===== config.mk =====
export PLATFORM = sky130hd
export DESIGN_NAME = bounded_array_list
export DESIGN_NICKNAME = d
export VERILOG_FILES = /design/src/sv/bal_pkg.sv /design/src/sv/bal_ram.sv /design/src/sv/bal_ctrl.sv /design/src/sv/bounded_array_list.sv
export SDC_FILE = /design/constraint.sdc
export NUM_CORES = 2
export LEC_CHECK = 0
export BUFFER_PORTS_ARGS = -buffer_cell sky130_fd_sc_hd__buf_2
export CAP_MARGIN = 20
export CORE_MARGIN = 8
export CORE_UTILIZATION = 25
export CTS_CLUSTER_SIZE = 10
export DETAILED_ROUTE_END_ITERATION = 10
export PLACE_DENSITY_LB_ADDON = 0.05
export REMOVE_ABC_BUFFERS = 1
export SLEW_MARGIN = 0
export SYNTH_ARGS = -nofsm -noshare
export SYNTH_HDL_FRONTEND = slang
export SYNTH_SLANG_ARGS = --single-unit

===== constraint.sdc =====
create_clock -name i_clk -period 8.2 [get_ports i_clk]
set_clock_uncertainty 0.15 [all_clocks]
set_input_delay 0 -clock i_clk [delete_from_list [all_inputs] [get_ports i_clk]]
set_output_delay 0 -clock i_clk [all_outputs]
set_load 0.01 [all_outputs]

===== src/sv/bal_pkg.sv =====
// ----------------------------------------------------------------------------
// bal_pkg
// Shared types and constants for the bounded array list: command and status
// codes, stream beat widths and the result record.
// ----------------------------------------------------------------------------
`timescale 1ns / 1ps

package bal_pkg;

    localparam int WORD_W   = 32;
    localparam int POS_W    = 8;
    localparam int FIDX_W   = 6;
    localparam int COUNT_W  = 7;
    localparam int S_DATA_W = 48;
    localparam int M_DATA_W = 48;

    typedef enum logic [1:0] {
        CMD_INSERT = 2'd0,
        CMD_REMOVE = 2'd1,
        CMD_GET    = 2'd2,
        CMD_FIND   = 2'd3
    } t_cmd;

    typedef enum logic [2:0] {
        ST_OK        = 3'd0,
        ST_BAD_POS   = 3'd1,
        ST_FULL      = 3'd2,
        ST_EMPTY     = 3'd3,
        ST_NOT_FOUND = 3'd4
    } t_status;

    typedef struct packed {
        logic [COUNT_W-1:0]       count;
        logic [FIDX_W-1:0]        found_index;
        logic signed [WORD_W-1:0] data;
        t_status                  status;
    } t_result;

endpackage


===== src/sv/bal_ram.sv =====
// ----------------------------------------------------------------------------
// bal_ram
// Generic single-write, single-read synchronous RAM with registered read data.
// ----------------------------------------------------------------------------
`timescale 1ns / 1ps

module bal_ram #(
    parameter int WIDTH = 32,
    parameter int DEPTH = 64
) (
    input  logic                     i_clk,
    input  logic                     i_we,
    input  logic [$clog2(DEPTH)-1:0] i_waddr,
    input  logic [WIDTH-1:0]         i_wdata,
    input  logic                     i_re,
    input  logic [$clog2(DEPTH)-1:0] i_raddr,
    output logic [WIDTH-1:0]         o_rdata
);

    logic [WIDTH-1:0] r_mem [DEPTH];
    logic [WIDTH-1:0] r_rdata;

    always_ff @(posedge i_clk) begin
        if (i_we) begin
            r_mem[i_waddr] <= i_wdata;
        end
        if (i_re) begin
            r_rdata <= r_mem[i_raddr];
        end
    end

    assign o_rdata = r_rdata;

endmodule


===== src/sv/bal_ctrl.sv =====
// ----------------------------------------------------------------------------
// bal_ctrl
// Command sequencer: holds the list length, walks the entry RAM one entry a
// cycle for shifts and searches, and produces one result per command.
// ----------------------------------------------------------------------------
`timescale 1ns / 1ps

module bal_ctrl #(
    parameter int CAPACITY = 64
) (
    input  logic                            i_clk,
    input  logic                            i_rst_n,
    input  logic                            i_start,
    input  bal_pkg::t_cmd                   i_cmd,
    input  logic [bal_pkg::POS_W-1:0]       i_pos,
    input  logic signed [bal_pkg::WORD_W-1:0] i_val,
    input  logic                            i_out_free,
    output logic                            o_idle,
    output logic                            o_res_valid,
    output bal_pkg::t_result                o_res,
    output logic                            o_ram_we,
    output logic [$clog2(CAPACITY)-1:0]     o_ram_waddr,
    output logic [bal_pkg::WORD_W-1:0]      o_ram_wdata,
    output logic                            o_ram_re,
    output logic [$clog2(CAPACITY)-1:0]     o_ram_raddr,
    input  logic [bal_pkg::WORD_W-1:0]      i_ram_rdata
);

    import bal_pkg::*;

    localparam int IW = $clog2(CAPACITY);
    localparam int CW = $clog2(CAPACITY + 1);
    localparam int XW = (CW > POS_W) ? CW : POS_W;

    typedef enum logic [6:0] {
        S_IDLE = 7'b0000001,
        S_UP   = 7'b0000010,
        S_PUT  = 7'b0000100,
        S_DOWN = 7'b0001000,
        S_GET  = 7'b0010000,
        S_FIND = 7'b0100000,
        S_RESP = 7'b1000000
    } t_state;

    t_state                   r_state,  n_state;
    logic [CW-1:0]            r_count,  n_count;
    logic [IW-1:0]            r_idx,    n_idx;
    logic [IW-1:0]            r_pos,    n_pos;
    logic [WORD_W-1:0]        r_val,    n_val;
    t_status                  r_status, n_status;
    logic [WORD_W-1:0]        r_data,   n_data;
    logic [FIDX_W-1:0]        r_fidx,   n_fidx;

    logic [XW-1:0] pos_x;
    logic [XW-1:0] cnt_x;
    logic [IW-1:0] cnt_last;

    assign pos_x    = XW'(i_pos);
    assign cnt_x    = XW'(r_count);
    assign cnt_last = IW'(r_count - CW'(1));

    always_comb begin
        n_state     = r_state;
        n_count     = r_count;
        n_idx       = r_idx;
        n_pos       = r_pos;
        n_val       = r_val;
        n_status    = r_status;
        n_data      = r_data;
        n_fidx      = r_fidx;
        o_ram_we    = 1'b0;
        o_ram_waddr = '0;
        o_ram_wdata = '0;
        o_ram_re    = 1'b0;
        o_ram_raddr = '0;

        case (r_state)
            S_IDLE: begin
                if (i_start) begin
                    n_val    = i_val;
                    n_pos    = IW'(pos_x);
                    n_status = ST_OK;
                    n_data   = '0;
                    n_fidx   = '0;
                    n_state  = S_RESP;
                    case (i_cmd)
                        CMD_INSERT: begin
                            if (pos_x > XW'(CAPACITY)) begin
                                n_status = ST_BAD_POS;
                            end else if (r_count == CW'(CAPACITY)) begin
                                n_status = ST_FULL;
                            end else if (pos_x >= cnt_x) begin
                                o_ram_we    = 1'b1;
                                o_ram_waddr = IW'(r_count);
                                o_ram_wdata = i_val;
                                n_count     = r_count + CW'(1);
                            end else begin
                                o_ram_re    = 1'b1;
                                o_ram_raddr = cnt_last;
                                n_idx       = cnt_last;
                                n_state     = S_UP;
                            end
                        end
                        CMD_REMOVE: begin
                            if (r_count == '0) begin
                                n_status = ST_EMPTY;
                            end else if (pos_x >= cnt_x) begin
                                n_status = ST_BAD_POS;
                            end else if (IW'(pos_x) == cnt_last) begin
                                n_count = r_count - CW'(1);
                            end else begin
                                o_ram_re    = 1'b1;
                                o_ram_raddr = IW'(pos_x) + IW'(1);
                                n_idx       = IW'(pos_x) + IW'(1);
                                n_state     = S_DOWN;
                            end
                        end
                        CMD_GET: begin
                            if (pos_x >= cnt_x) begin
                                n_status = ST_BAD_POS;
                            end else begin
                                o_ram_re    = 1'b1;
                                o_ram_raddr = IW'(pos_x);
                                n_state     = S_GET;
                            end
                        end
                        CMD_FIND: begin
                            if (r_count == '0) begin
                                n_status = ST_NOT_FOUND;
                            end else begin
                                o_ram_re    = 1'b1;
                                o_ram_raddr = '0;
                                n_idx       = '0;
                                n_state     = S_FIND;
                            end
                        end
                        default: begin
                            n_status = ST_NOT_FOUND;
                        end
                    endcase
                end
            end
            S_UP: begin
                o_ram_we    = 1'b1;
                o_ram_waddr = r_idx + IW'(1);
                o_ram_wdata = i_ram_rdata;
                if (r_idx == r_pos) begin
                    n_state = S_PUT;
                end else begin
                    o_ram_re    = 1'b1;
                    o_ram_raddr = r_idx - IW'(1);
                    n_idx       = r_idx - IW'(1);
                end
            end
            S_PUT: begin
                o_ram_we    = 1'b1;
                o_ram_waddr = r_pos;
                o_ram_wdata = r_val;
                n_count     = r_count + CW'(1);
                n_state     = S_RESP;
            end
            S_DOWN: begin
                o_ram_we    = 1'b1;
                o_ram_waddr = r_idx - IW'(1);
                o_ram_wdata = i_ram_rdata;
                if (r_idx == cnt_last) begin
                    n_count = r_count - CW'(1);
                    n_state = S_RESP;
                end else begin
                    o_ram_re    = 1'b1;
                    o_ram_raddr = r_idx + IW'(1);
                    n_idx       = r_idx + IW'(1);
                end
            end
            S_GET: begin
                n_data  = i_ram_rdata;
                n_state = S_RESP;
            end
            S_FIND: begin
                if (i_ram_rdata == r_val) begin
                    n_fidx  = FIDX_W'(r_idx);
                    n_state = S_RESP;
                end else if (r_idx == cnt_last) begin
                    n_status = ST_NOT_FOUND;
                    n_state  = S_RESP;
                end else begin
                    o_ram_re    = 1'b1;
                    o_ram_raddr = r_idx + IW'(1);
                    n_idx       = r_idx + IW'(1);
                end
            end
            S_RESP: begin
                if (i_out_free) begin
                    n_state = S_IDLE;
                end
            end
            default: begin
                n_state = S_IDLE;
            end
        endcase
    end

    always_ff @(posedge i_clk) begin
        if (!i_rst_n) begin
            r_state <= S_IDLE;
            r_count <= '0;
        end else begin
            r_state <= n_state;
            r_count <= n_count;
        end
    end

    always_ff @(posedge i_clk) begin
        r_idx    <= n_idx;
        r_pos    <= n_pos;
        r_val    <= n_val;
        r_status <= n_status;
        r_data   <= n_data;
        r_fidx   <= n_fidx;
    end

    assign o_idle             = (r_state == S_IDLE);
    assign o_res_valid        = (r_state == S_RESP);
    assign o_res.status       = r_status;
    assign o_res.data         = r_data;
    assign o_res.found_index  = r_fidx;
    assign o_res.count        = COUNT_W'(r_count);

endmodule


===== src/sv/bounded_array_list.sv =====
// ----------------------------------------------------------------------------
// bounded_array_list
// Get reads the entry at the position; find reads from index zero until a
//   match or the last entry; insert with shift moves entries up from the last
//   one, then writes the value; remove with shift moves entries down.
// Refusals, appends and removal of the last entry need no walk. One command
//   at a time; walks use the single read and single write port of the RAM.
// Reset: synchronous active low; length cleared to zero, no RAM clearing pass.
// ----------------------------------------------------------------------------
`timescale 1ns / 1ps

module bounded_array_list #(
    parameter int CAPACITY = 64
) (
    input  logic                            i_clk,
    input  logic                            i_rst_n,
    input  logic                            s_axis_tvalid,
    output logic                            s_axis_tready,
    // command[1:0], position[9:2], value[41:10], zero pad[47:42]
    input  logic [bal_pkg::S_DATA_W-1:0]    s_axis_tdata,
    output logic                            m_axis_tvalid,
    input  logic                            m_axis_tready,
    // status[2:0], data[34:3], found_index[40:35], count[47:41]
    output logic [bal_pkg::M_DATA_W-1:0]    m_axis_tdata
);

    import bal_pkg::*;

    localparam int IW = $clog2(CAPACITY);

    logic              idle;
    logic              start;
    logic              res_valid;
    t_result           res;
    logic              out_free;
    logic              ram_we;
    logic [IW-1:0]     ram_waddr;
    logic [WORD_W-1:0] ram_wdata;
    logic              ram_re;
    logic [IW-1:0]     ram_raddr;
    logic [WORD_W-1:0] ram_rdata;

    logic                r_m_valid;
    logic [M_DATA_W-1:0] r_m_data;

    assign s_axis_tready = idle;
    assign start         = s_axis_tvalid & idle;
    assign out_free      = !r_m_valid || m_axis_tready;

    bal_ctrl #(
        .CAPACITY (CAPACITY)
    ) u_ctrl (
        .i_clk       (i_clk),
        .i_rst_n     (i_rst_n),
        .i_start     (start),
        .i_cmd       (t_cmd'(s_axis_tdata[1:0])),
        .i_pos       (s_axis_tdata[9:2]),
        .i_val       (s_axis_tdata[41:10]),
        .i_out_free  (out_free),
        .o_idle      (idle),
        .o_res_valid (res_valid),
        .o_res       (res),
        .o_ram_we    (ram_we),
        .o_ram_waddr (ram_waddr),
        .o_ram_wdata (ram_wdata),
        .o_ram_re    (ram_re),
        .o_ram_raddr (ram_raddr),
        .i_ram_rdata (ram_rdata)
    );

    bal_ram #(
        .WIDTH (WORD_W),
        .DEPTH (CAPACITY)
    ) u_entries (
        .i_clk   (i_clk),
        .i_we    (ram_we),
        .i_waddr (ram_waddr),
        .i_wdata (ram_wdata),
        .i_re    (ram_re),
        .i_raddr (ram_raddr),
        .o_rdata (ram_rdata)
    );

    always_ff @(posedge i_clk) begin
        if (!i_rst_n) begin
            r_m_valid <= 1'b0;
        end else if (out_free) begin
            r_m_valid <= res_valid;
        end
    end

    always_ff @(posedge i_clk) begin
        if (out_free && res_valid) begin
            r_m_data <= res;
        end
    end

    assign m_axis_tvalid = r_m_valid;
    assign m_axis_tdata  = r_m_data;

endmodule

# Word level (Yosys, flattened, before mapping)
# Memory sizes are Yosys's and may differ from the RTL's. A register that Yosys moved wholly into a read port is not among the register bits.
# Index checks and enable logic that the tools add are counted.
op_classes:
  n_addsub: 5
  magnitude_cmp: 2
  n_eq_ne: 34
  muxes: 99
  bitwise_logic: 1
  reduce_logical: 19
op_table:
  columns: ["cell", "count"]
  rows:
  - ["32-bit 2-to-1 mux", 6]
  - ["6-bit 2-to-1 mux", 29]
  - ["7-bit 2-to-1 mux", 21]
  - ["32-bit case mux with 3 select lines", 1]
  - ["6-bit case mux with 4 select lines", 4]
  - ["32-bit case mux with 2 select lines", 1]
  - ["7-bit case mux with 6 select lines", 1]
  - ["32-bit == test", 1]
  - ["7-bit case mux with 4 select lines", 1]
  - ["3-bit != test (second input constant)", 7]
  - ["7-bit case mux with 3 select lines", 1]
  - ["1-bit 2-to-1 mux", 19]
  - ["6-bit == test", 3]
  - ["3-bit 2-to-1 mux", 6]
  - ["6-bit case mux with 3 select lines", 1]
  - ["7-bit == test (second input constant)", 2]
  - ["7-bit case mux with 2 select lines", 1]
  - ["6-bit by 1-bit adder with 6-bit output (second input constant)", 2]
  - ["2-bit by 1-bit != test with 1-bit output (second input constant)", 6]
  - ["3-bit case mux with 4 select lines", 1]
  - ["6-bit case mux with 2 select lines", 1]
  - ["12-bit AND reduction", 1]
  - ["10-bit AND reduction", 1]
  - ["8-bit by 7-bit >= comparator with 1-bit output", 1]
  - ["other kinds (34)", 42]
totals:
  regBits: 148
  ramBits: 2048
  inputBits: 52
  word_cells: 171
  mem_count: 1
mem_list:
  columns: ["memory", "depth", "width", "read_ports", "rd_clocked_by_memory_dff", "write_ports", "line", "text"]
  rows:
  - ["u_entries.r_mem", 64, 32, 1, 1, 1, "bal_ram.sv:20", "logic [WIDTH-1:0] r_mem [DEPTH];"]

# Depth between registers and ports, before layout
depth:
  ltp_word: 9
  mapped_depth: 19
  mapped_depth_nobuf: 14

# Modules after synthesis
# A second synthesis with hierarchy kept.
unflattened:
  hier_cells: 4207
  area_unflattened_um2: 87058.5
by_module_without_submodules:
  columns: ["mod", "instances", "cells_per_inst", "area_each_um2", "seq_area_each_um2"]
  rows:
  - ["bal_ram", 1, 3511, 79359.9, 62459.9]
  - ["bal_ctrl", 1, 642, 6193.4, 2832.7]
  - ["bounded_array_list", 1, 54, 1505.2, 1461.4]

# Worst setup path after synthesis
# OpenSTA, ideal clock, no wires.
synth_timing:
  kind: "reg-to-reg"
  startpoint: "register u_ctrl.r_count[5]"
  endpoint: "memory u_entries.r_mem[32][0] (enable)"
  setup_ps: 502
  t_arrival_ps: 5942
  slack_ps: 1606
  stages_incl_launch_ff: 13
  path_buffers: 1
  cell_sequence: "dfxtp_1 > clkbuf_1 > inv_1 > ha_1 > a21o_1 > a211o_1 > a31o_2 > nor2_1 > nor3_1 > a21oi_1 > nor2b_1 > nand3_1 > nor4_1"
synth_between:
  elab_chain_len: 9
  word_cells_on_any_way: 16
synth_rtl:
  columns: ["element", "line", "text"]
  rows:
  - ["start: declaration", "bal_ctrl.sv:46", "logic [CW-1:0] r_count, n_count;"]
  - ["start signal: assignment", "bal_ctrl.sv:209", "r_count <= n_count;"]
  - ["8-bit by 7-bit >= comparator with 1-bit output", "bal_ctrl.sv:92", "end else if (pos_x >= cnt_x) begin"]
  - ["1-bit 2-to-1 mux", "bal_ctrl.sv:92", null]
  - ["1-bit 2-to-1 mux", "bal_ctrl.sv:90", "end else if (r_count == CW'(CAPACITY)) begin"]
  - ["1-bit 2-to-1 mux", "bal_ctrl.sv:88", "if (pos_x > XW'(CAPACITY)) begin"]
  - ["1-bit 2-to-1 mux", "bal_ctrl.sv:86", "case (i_cmd)"]
  - ["1-bit 2-to-1 mux", "bal_ctrl.sv:79", "if (i_start) begin"]
  - ["1-bit case mux with 2 select lines", "bal_ctrl.sv:77", "case (r_state)"]
  - ["1-bit 2-to-1 mux", "bal_ram.sv:24", "if (i_we) begin"]
  - ["1-bit 2-to-1 mux (implied by the code)", "bal_ram.sv:25", "r_mem[i_waddr] <= i_wdata;"]
  - ["end: declaration", "bal_ram.sv:20", null]
# Parallel ways exist; a longest one is shown, timed or not.

# Final worst setup path
layout_timing:
  startpoint: "register u_ctrl.r_count[4]"
  endpoint: "register u_entries.r_rdata[22], in the netlist u_entries.o_rdata[22], read port of u_entries.r_mem (data pin)"
layout_between:
  elab_chain_len: 8
  word_cells_on_any_way: 30
layout_rtl:
  columns: ["element", "line", "text"]
  rows:
  - ["7-bit by 1-bit subtractor with 7-bit output", null, null]
  - ["6-bit == test", "bal_ctrl.sv:109", "end else if (IW'(pos_x) == cnt_last) begin"]
  - ["6-bit 2-to-1 mux or 1-bit 2-to-1 mux (tied branches)", "bal_ctrl.sv:109", null]
  - ["6-bit 2-to-1 mux or 1-bit 2-to-1 mux (tied branches)", "bal_ctrl.sv:107", "end else if (pos_x >= cnt_x) begin"]
  - ["6-bit 2-to-1 mux or 1-bit 2-to-1 mux (tied branches)", "bal_ctrl.sv:105", "if (r_count == '0) begin"]
  - ["6-bit case mux with 4 select lines or 1-bit case mux with 4 select lines (tied branches)", "bal_ctrl.sv:86", null]
  - ["6-bit 2-to-1 mux or 1-bit 2-to-1 mux (tied branches)", "bal_ctrl.sv:79", null]
  - ["6-bit case mux with 4 select lines or 1-bit case mux with 4 select lines (tied branches)", "bal_ctrl.sv:77", null]
  - ["end: declaration", "bal_ram.sv:21", "logic [WIDTH-1:0] r_rdata;"]
# Parallel ways exist; a longest one is shown, timed or not.
# A chain may end at the register's enable or synchronous reset.

==> impl_results.md <==
- Tightest Hold Check Type: input port to flop
- Primary FF master, synth: edfxtp_1
- Delay-heaviest family, CP: compound AO/OA/AOI/OAI gates
- First-pass GRT wire length: 483000 um
- Top Usage Layer GRT: met2
- Worst path required time: 8.75 ns
- Tot GR Track Use: 0.183
- Status: complete, no violations
- GRT overflow: 0
- Multi-input gate area: 0.0210 mm2
- Maximum vdd drop: 131 uV
- Number of synthesized flops with an enable pin: 2213
- Mapped Cells: 6178
- Clock Latency Late Sink: 0.91 ns
- Setup crit end kind: flop
- DIE HEIGHT: 612 um
- Clock slew at reported path FFs: 0.05 ns
- Clk sink count: 2228
- Die width: 612 um
- Critical-path cell list: clkinv_1 > ha_1 > a21o_1 > a211o_1 > dlygate4sd3_1 > a31oi_1 > nand4_1 > o41a_2 > nand2_4 > buf_12 > buf_4 > a211oi_1 > o21ai_0 > o2111ai_1 > or4_1 > a211oi_1
- Slew Viols, Final: 0
- Synth unique cells: 78
- Clock buffer depth: 4
- Synth Area in XOR/XNOR: 0.00746
- RR Startpoint: u_ctrl.r_count[4]$_SDFFE_PN0P_
- Worst-path fanout max: 127
- H-tree levels: 5
- Worst R2R Setup Slack: 1.17 ns
- Ports: 102
- Crit path largest cell delay: 0.86 ns
- Critical-path cell with the highest stage delay: or4_1
- Commonest cells after routing, fill and taps aside: edfxtp_1, nand2_1, and3_1
- CTS Hold Buffers Added: 91
- Met3 Use GR: 0.0197
- CTS Buf Count: 283
- Sequential cell area: 0.0668 mm2
- Final core occ: 0.299
- Filler Cell Count: 35500
- Site row count: 219
- Initial antenna violation count: 42
- Yosys warns: 0
- Arr. time, crit path: 7.58 ns
- Final Hold Viols: 0
- Initial Utilization: 0.250
- Port bufs: 95
- Clock Tree Root: clkbuf_16
- Setup TNS: 0 ns
- Core area: 0.355 mm2
- Synth Cell Area: 0.0889 mm2
- GR Util met1: 0.255
- Final WL: 356000 um
- Number of post-CTS setup repair buffers: 0
- Hold Path Origin: s_axis_tdata[2]
- Largest family of logic cells by synthesized area: simple AND/OR/NAND/NOR gates
- Synth Area in Simple Gates: 0.112
- Met2 global-route usage: 0.310
- Drt via density: 4.83
- Slew @ Worst Pin: 1.10 ns
- DP HPWL: 202000 um
- Total power: 24.9 mW
- Routed wire length per instance: 31.1 um
- Synth Area in Compound Gates: 0.0823
- Vias in the first global route: 54800
- Fmax: 142 MHz
- Via count: 55400
- RSZ-0062 raised after global routing: no
- Area growth syn-to-layout: 19.4%
- CTS-repair resized insts: 0
- Routability cong.: 0.763
- Syn_area_per_cell: 14.4 um2
- Flops & latches, synth: 2228
- Drc violations: 0
- Most common cell after layout, fill and taps aside: edfxtp_1
- Setup violators final: 0
- Pwr dens: 234 mW/mm2
- Sequential-to-total area share from yosys stat: 0.751
- Fraction of layout cells with a size suffix above 1: 0.131
- DP Worst Slack: 1.38 ns
- Crit Path Class: flop to flop
- R2R depth: 16
- Max cap viols: 0
- Max transition margin: 0.263
- Post-synthesis adder-cell area fraction: 0.00197
- Crit path launch type: flop
- Routed Antenna Nets: 0
- Min Clock Period, post-route: 7.03 ns
- Die area: 0.375 mm2
- Drt pass-1 iters: 5
- Crit path top cell by count: a211oi_1
- Worst path bufs/invs: 4
- Worst Hold Depth: 5
- CTS tree: done
- Largest net degree at the start of global routing: 147
- Leak: 36.5 nW
- RR Endpoint: u_entries.o_rdata[22]$_DFFE_PP_
- Tcrit/Tclk final: 0.857
- PnR worst setup slack: 1.17 ns
- Mux share of post-synthesis cell area: 0.0233
- Asr flop ratio synth: 0
- Final Net Count: 6576
- Detailed Route Iter0 Violations: 4605
- Worst Hold End: u_ctrl.r_idx[0]$_DFFE_PP_
## through the flow
stage               instances  hold WS (ns)  instance area, um2
CTS                     11400        0.0501              106000
global route            11400         0.144              106000
detailed placement      10900        0.0469               97000
finish                  11500         0.171              106000
global placement        10900        0.0463               97000
floorplan                5745       -0.0789               87000
## synth_stat cells, drive strengths merged (9+ instances only)
library cell  count  share of area
a31o             10        0.00099
a21oi           115         0.0065
a22o             14         0.0014
a311oi           25         0.0025
edfxtp         2213           0.75
nand2          1153          0.049
a211oi          313          0.026
a32o             14         0.0016
ha               14         0.0020
nor2            108         0.0046
mux2i           205          0.023
nand2b           11        0.00077
or4              28         0.0024
nand4            12        0.00084
and4              9        0.00089
xnor2            25         0.0025
clkbuf          194         0.0082
o21ai            53         0.0030
nand3           264          0.015
a221o             9         0.0010
a31oi           239          0.017
dfxtp            15         0.0034
a22oi            35         0.0030
and3            330          0.023
or3              12        0.00084
nor4             67         0.0047
nor4b             9         0.0011
o2111ai          11         0.0011
inv              16        0.00068
xor2             43         0.0042
nor3             49         0.0028
o22ai           177          0.012
and2             52         0.0037
buf             239          0.013
## how the worst max path moves through the flow
stage / depth (start not counted) / end / slack, ns / from
after global routing: 16 / u_entries.o_rdata[22]$_DFFE_PP_ / 0.69 / u_ctrl.r_count[4]$_SDFFE_PN0P_
after global placement: 12 / u_entries.o_rdata[9]$_DFFE_PP_ / 1.30 / u_entries.o_rdata[4]$_DFFE_PP_
after CTS: 16 / u_entries.o_rdata[9]$_DFFE_PP_ / 1.06 / u_ctrl.r_count[4]$_SDFFE_PN0P_
final: 16 / u_entries.o_rdata[22]$_DFFE_PP_ / 1.17 / u_ctrl.r_count[4]$_SDFFE_PN0P_
after detailed placement: 12 / u_entries.o_rdata[9]$_DFFE_PP_ / 1.38 / u_entries.o_rdata[4]$_DFFE_PP_
after floorplan: 11 / u_entries.o_rdata[15]$_DFFE_PP_ / -33.49 / u_entries.o_rdata[23]$_DFFE_PP_
## power breakdown
part           total, mW  internal, mW  switching [mW]  leakage [nW]
clock               11.5          6.61            4.92          3.97
sequential          12.5          12.4          0.0354          21.3
combinational      0.858         0.252           0.606          11.2
## flip-flops by register name, summed over array words and instances, names as in the netlist
register / count
u_ctrl.r_count: 7
u_ctrl.r_pos: 6
u_ctrl.r_fidx: 6
m_axis_tdata: 48
u_ctrl.r_status: 3
u_entries.r_mem: 2048
m_axis_tvalid: 1
u_ctrl.r_idx: 6
u_entries.o_rdata: 32
u_ctrl.r_data: 32
u_ctrl.r_val: 32
u_ctrl.r_state: 7
## kinds of logic (layout without fill, tap and decap cells)
family,Yosys count,in the layout
AND/OR/NAND/NOR,2133,2133
buffers and inverters,451,954
other,0,22
XOR/XNOR,71,71
flip-flops,2228,2228
AO/OA/AOI/OAI,1075,1075
multiplexers,206,206
adder cells (fa/ha/maj),14,14
## area by class of cell
type                    instances  area share
diodes                         22    0.000519
inverters                      18    0.000648
repair buffers                480      0.0390
well taps                    4751      0.0560
flip-flops and latches       2228       0.629
clock buffers                 378      0.0711
multi-input cells            3499       0.198
clock inverters                78     0.00620
## per-layer routing
metal  share of wire  wire (um)
met3           0.038      13700
met1            0.46     163000
met5               0          0
met2            0.48     172000
met4           0.021       7310
## worst min-delay path, stage by stage
cell and delay [ns]:
dlygate4sd3_1 0.54, buf_2 0.19, nor2_1 0.16, nor3_1 0.07, a21oi_1 0.13
No activity file was read; power rests on OpenSTA's default activity.
